$ cat src/rtl/mf3_pkg.sv
// ----------------------------------------------------------------------------
// mf3_pkg
// shared types and constants of the 3x3 median filter: pixel layout, the
// nine-value sets handled by the sorting network, config register indexes
// ----------------------------------------------------------------------------
package mf3_pkg;

  localparam int CHANNELS   = 3;
  localparam int CHAN_W     = 8;
  localparam int PIX_W      = CHANNELS * CHAN_W;
  localparam int TAPS       = 9;
  localparam int CFG_IDX_W  = 1;
  localparam int CFG_DATA_W = 12;

  // reset values of the dimension registers
  localparam int WIDTH_RST  = 640;
  localparam int HEIGHT_RST = 480;
  // smallest frame dimension the filter handles
  localparam int DIM_MIN    = 3;

  typedef logic [CHAN_W-1:0] chan_t;
  // channel 0 in the lowest byte
  typedef chan_t [CHANNELS-1:0] pix_t;
  // 3x3 neighborhood, row-major from the top left
  typedef pix_t [TAPS-1:0] win_t;
  // one channel of a neighborhood
  typedef chan_t [TAPS-1:0] chan9_t;
  typedef chan9_t [CHANNELS-1:0] set3_t;

  typedef enum logic [CFG_IDX_W-1:0] {
    CFG_IMAGE_WIDTH  = 1'b0,
    CFG_IMAGE_HEIGHT = 1'b1
  } cfg_reg_e;

endpackage

$ cat src/rtl/mf3_median.sv
// ----------------------------------------------------------------------------
// mf3_median
// three-stage per-channel median of nine: input register, first half of the
// sorting network, second half into the output register
// ----------------------------------------------------------------------------
module mf3_median (
  input  logic            clk,
  input  logic            rst,
  input  logic            in_valid,
  output logic            in_ready,
  input  mf3_pkg::win_t   in_win,
  input  logic            in_last,
  output logic            out_valid,
  input  logic            out_ready,
  output mf3_pkg::pix_t   out_pix,
  output logic            out_last
);

  import mf3_pkg::*;

  // compare and exchange, smaller value ends at position a
  function automatic chan9_t cmp_swap(input chan9_t v, input int a, input int b);
    chan9_t r;
    r = v;
    if (v[a] > v[b]) begin
      r[a] = v[b];
      r[b] = v[a];
    end
    return r;
  endfunction

  // sort the three triples, then the first merge layer
  function automatic chan9_t med_front(input chan9_t p);
    chan9_t v;
    v = p;
    v = cmp_swap(v, 1, 2);
    v = cmp_swap(v, 4, 5);
    v = cmp_swap(v, 7, 8);
    v = cmp_swap(v, 0, 1);
    v = cmp_swap(v, 3, 4);
    v = cmp_swap(v, 6, 7);
    v = cmp_swap(v, 1, 2);
    v = cmp_swap(v, 4, 5);
    v = cmp_swap(v, 7, 8);
    v = cmp_swap(v, 0, 3);
    v = cmp_swap(v, 5, 8);
    v = cmp_swap(v, 4, 7);
    return v;
  endfunction

  // remaining exchanges, median lands at position 4
  function automatic chan_t med_back(input chan9_t p);
    chan9_t v;
    v = p;
    v = cmp_swap(v, 3, 6);
    v = cmp_swap(v, 1, 4);
    v = cmp_swap(v, 2, 5);
    v = cmp_swap(v, 4, 7);
    v = cmp_swap(v, 4, 2);
    v = cmp_swap(v, 6, 4);
    v = cmp_swap(v, 4, 2);
    return v[4];
  endfunction

  logic  c_valid, d_valid, e_valid;
  win_t  c_win;
  logic  c_last, d_last, e_last;
  set3_t d_part;
  pix_t  e_pix;

  set3_t c_set, d_next;
  pix_t  e_next;
  logic  rdy_c, rdy_d, rdy_e;

  assign rdy_e    = !e_valid || out_ready;
  assign rdy_d    = !d_valid || rdy_e;
  assign rdy_c    = !c_valid || rdy_d;
  assign in_ready = rdy_c;

  always_comb begin
    for (int ch = 0; ch < CHANNELS; ch++) begin
      for (int i = 0; i < TAPS; i++) begin
        c_set[ch][i] = c_win[i][ch];
      end
      d_next[ch] = med_front(c_set[ch]);
      e_next[ch] = med_back(d_part[ch]);
    end
  end

  always_ff @(posedge clk) begin
    if (rst) begin
      c_valid <= 1'b0;
      d_valid <= 1'b0;
      e_valid <= 1'b0;
    end else begin
      if (rdy_c) begin
        c_valid <= in_valid;
      end
      if (rdy_d) begin
        d_valid <= c_valid;
      end
      if (rdy_e) begin
        e_valid <= d_valid;
      end
    end
  end

  always_ff @(posedge clk) begin
    if (rdy_c && in_valid) begin
      c_win  <= in_win;
      c_last <= in_last;
    end
    if (rdy_d && c_valid) begin
      d_part <= d_next;
      d_last <= c_last;
    end
    if (rdy_e && d_valid) begin
      e_pix  <= e_next;
      e_last <= d_last;
    end
  end

  assign out_valid = e_valid;
  assign out_pix   = e_pix;
  assign out_last  = e_last;

endmodule

$ cat config.mk
export PLATFORM = sky130hd
export DESIGN_NAME = mf3_median
export DESIGN_NICKNAME = d
export VERILOG_FILES = /design/src/rtl/mf3_pkg.sv /design/src/rtl/mf3_median.sv
export SDC_FILE = /design/constraint.sdc
export NUM_CORES = 1
export LEC_CHECK = 0
export BUFFER_PORTS_ARGS = -buffer_cell sky130_fd_sc_hd__buf_2
export CORE_ASPECT_RATIO = 1.2
export CORE_UTILIZATION = 48
export DETAILED_ROUTE_END_ITERATION = 6
export PLACE_DENSITY = 0.71
export SKIP_LAST_GASP = 1
export SYNTH_ARGS = -nofsm -noshare
export SYNTH_HDL_FRONTEND = slang
export SYNTH_SLANG_ARGS = --single-unit
$ cat constraint.sdc
create_clock -name clk -period 15.59 [get_ports clk]
set_input_delay 0.7795 -clock clk [delete_from_list [all_inputs] [get_ports clk]]
set_output_delay 0.7795 -clock clk [all_outputs]
set_load 0.02 [all_outputs]
==> After elaboration in Yosys (flattened, before gate mapping) <==
Cells that the tools add are included.
{ "totals": {"ff_bits": 414, "out_inout_bits": 27, "wordCells": 186, "input_bits": 221} }
{ "op_classes": {"n_mux": 63, "n_lt_le_gt_ge": 57, "reduce_logical": 9} }
{ "ops": {"columns": ["op", "n"], "rows": [
  ["greater-than comparator 8 bit", 57],
  ["two-way mux 16 bit", 27],
  ["two-way mux 8 bit", 36],
  ["logical AND 1 bit", 3],
  ["logical NOT 1 bit", 3],
  ["logical OR 1 bit", 3]
]} }

==> Depth between registers and ports, before layout <==
{ "logic_depth": {"word_depth": 10, "ltp_mapped": 45, "ltp_nobuf": 41} }

==> Worst setup path after synthesis <==
OpenSTA, ideal clock, no wires.
{ "synth_path": {"path_kind": "input to register", "startpoint": "input port out_ready", "endpoint": "register d_last (enable)", "arrival_time_ns": 13.058, "setup_ns": 0.956, "path_slack_ns": 1.576, "path_stages": 2, "required_time_ns": 14.634, "path_buffers": 0, "path_cell_list": "nor2b_1 -> a21boi_0"} }
{ "synth_via": {"elab_chain_cells": 3} }
{ "synth_lines": {"columns": ["element", "line_no", "source"], "rows": [
  ["start: declaration", "mf3_median.sv:14", "input logic out_ready,"],
  ["logical OR 1 bit", "mf3_median.sv:75", "assign rdy_e = !e_valid || out_ready;"],
  ["logical OR 1 bit", "mf3_median.sv:76", "assign rdy_d = !d_valid || rdy_e;"],
  ["logical AND 1 bit", "mf3_median.sv:113", "if (rdy_d && c_valid) begin"],
  ["end signal: assignment", "mf3_median.sv:115", "d_last <= c_last;"],
  ["end: declaration", "mf3_median.sv:67", "logic c_last, d_last, e_last;"]
]} }
Every way passes these cells.
A chain may end at the register's enable or synchronous reset.

==> reports/metrics.cfg <==
[critical_path]
cp-start-kind = register
criticalPathCategory = register to register
arrival_ps = 10660
r2r_end = out_pix[2]
crit_path_max_incr_delay_ps = 1000
rrSetupSlack_ps = 5250
cp.required_ps = 15910
crit-reg2reg-launch = d_part[9]
ff2ff_path_depth = 36
crit_path_end_kind = register
path_max_fanout = 22
cp_slowest_cell = a22oi_1

[placement]
dpl.hpwl_mm = 61.35
gp_congestion = 0.8824
post_dp_cell_area_um2 = 34480
io_buffers = 247
dp.cells = 4247

[hold_path]
holdPathEnd = c_set[206]
min_path_type = input port to register
hp-start = in_win[190]
holdPathStages = 1

[route]
antenna_left = 0
wl_met1_mm = 33.98
drt-initial-drc-count = 1562
firstDrtPassIters = 6
dr_total_vias = 24240
highest_layer = met5
wl_met2_mm = 37.46
drc = 0
dr_wl_met3_mm = 3.981
wire_per_inst_um = 17.90
vias_per_cell = 5.587
totalWireLength_mm = 77.65

[floorplanning]
die_w_um = 238.3
core_um2 = 65980
fp.dieH_um = 285.5
die_area_um2 = 68030
initial_core_util_pct = 48.73
ioPinCount = 248
rows = 103

[clock_network]
cts_tree = yes
path_clk_slew_ps = 60
cts_hold_buf = 0
clock_latency_ps = 610
htree_num_levels = 2
cts-root-buf = clkbuf_16
cts_sinks = 414
clk_path_buf_depth = 3
cts_made_buffers = 47
post_cts_resized = 0
postCtsSetupBuffers = 0

[finish]
most-common-layout-cells = ha_1, edfxtp_1, inv_1
nets = 4078
syn_to_final_growth_pct = 11.99
final_common_cell = ha_1
layout.cells.non_filler = 4338
drive_above_1_share_pct = 14.97
fin_area_um2 = 36010

[yosys]
yosys_warnings = 0
synth_edf_count = 411
syn_nets = 3838
ys_types = 69
synthCells = 3164
synth_area_leaders = edfxtp_1, ha_1, mux2i_1
synth_top_cell_by_area = edfxtp_1
synth_top_area_share_pct = 38.38
synth_ff_type = edfxtp_1
syn_avg_cell_area_um2 = 10.16
synth_area_um2 = 32160
yosysSeqAreaShare_pct = 38.57
ys_ff_latch = 414
postSynth.asyncResetShare_pct = 0

[timing]
finalHoldViolations = 0
slew_violations = 0
worst_slew_pin_slew_ps = 1353
fmax_ghz = 0.09667
finClkSkew_ps = 36.71
rsz0062_at_grt = no
setup_viol = 0
finalSetupTns_ps = 0
slew_headroom_pct = 9.813
period_needed_ps = 10340
whs_ps = 341.3
timing.final.crit_share_pct = 66.35

[grt]
grt_pass1_vias = 22920
antenna_found_initial = 10
grt_usage_pct = 22.48
grt_max_degree = 170
grt_overflow = 0
grt_pass1_wl_mm = 120.5

[run_status]
outcome = finished clean

[flow_run]
cap_violations = 0

==> logic make-up after synthesis <==
family	after synthesis	share of synthesized area [%]
AOI/OAI and AO/OA	770	15.42
adders and majority gates	453	17.63
buffers and inverters	441	5.171
DFF	414	38.57
muxes	394	12.74
and+or+nand+nor	692	10.48
==> cell type report <==
type,count,area [um2]
antenna,6,15.01
clock buffer,57,1214
clock inverter,28,299.0
fill,5860,29970
inverter,362,1359
multi-input combinational,2309,18190
sequential,414,12400
tap,892,1116
timing repair buffer,270,1421
==> critical path: cells and delay by family, from the launching register on <==
family          cells  cell delay (ps)
fa+ha+maj           5             1580
buf+inv             1              280
flops               1              400
compound gates     23             5970
mux                 2              920
simple gates        5              890
==> worst max-delay path by stage <==
stage / from / to / slack (ps) / cells after the start
final: d_part[9] / out_pix[2] / 5250 / 36
after global routing: d_part[9] / out_pix[2] / 4510 / 37
after CTS: d_part[9] / out_pix[0] / 5340 / 36
after detailed placement: d_part[33] / out_pix[0] / 5380 / 36
after global placement: d_part[9] / out_pix[3] / 5610 / 38
after floorplan: out_ready / d_last / 1580 / 2
==> per-stage QoR <==
stage	utilization, %	setup WS (ps)
4_1_cts	54.55	5345
6_report	54.58	5245
3_5_place_dp	52.26	5380
2_1_floorplan	-	1576
3_3_place_gp	52.26	5606
5_1_grt	54.57	4510
==> synthesized netlist by cell type (all sizes together) (3+ instances only) <==
cell type and instances:
o221a 4, inv 362, dfxtp 3, nor3 22, o31ai 11, a31oi 26, o21ai 195, o211ai 27
nand2 156, o311ai 9, nand4 66, or2 17, edfxtp 411, a211o 10, and3 21, o21a 68
buf 9, nand2b 26, a211oi 24, a21o 79, and2 39, o211a 5, o31a 3, o21bai 4
a31o 7, a21oi 211, clkbuf 70, nand3 80, o22ai 19, mux2 121, a221o 16, nor2 192
nor2b 60, a22oi 5, ha 453, a21boi 10, o221ai 24, mux2i 273
==> routing by layer <==
metal  track usage, %  vias up
li1                 -    12240
met5                0        -
met1            28.12    11320
met4            7.692        6
met3            3.677      130
met2            39.12      537
==> sequential cells by signal, summed over array words and instances, names as in the netlist <==
signal and cells:
out_last 1, c_set 216, d_part 168, c_last 1, c_valid 1, d_last 1, out_valid 1, out_pix 24
d_valid 1
Power is not shown: default switching activity piles up to over one toggle a cycle in this logic, so the estimate is an artifact.
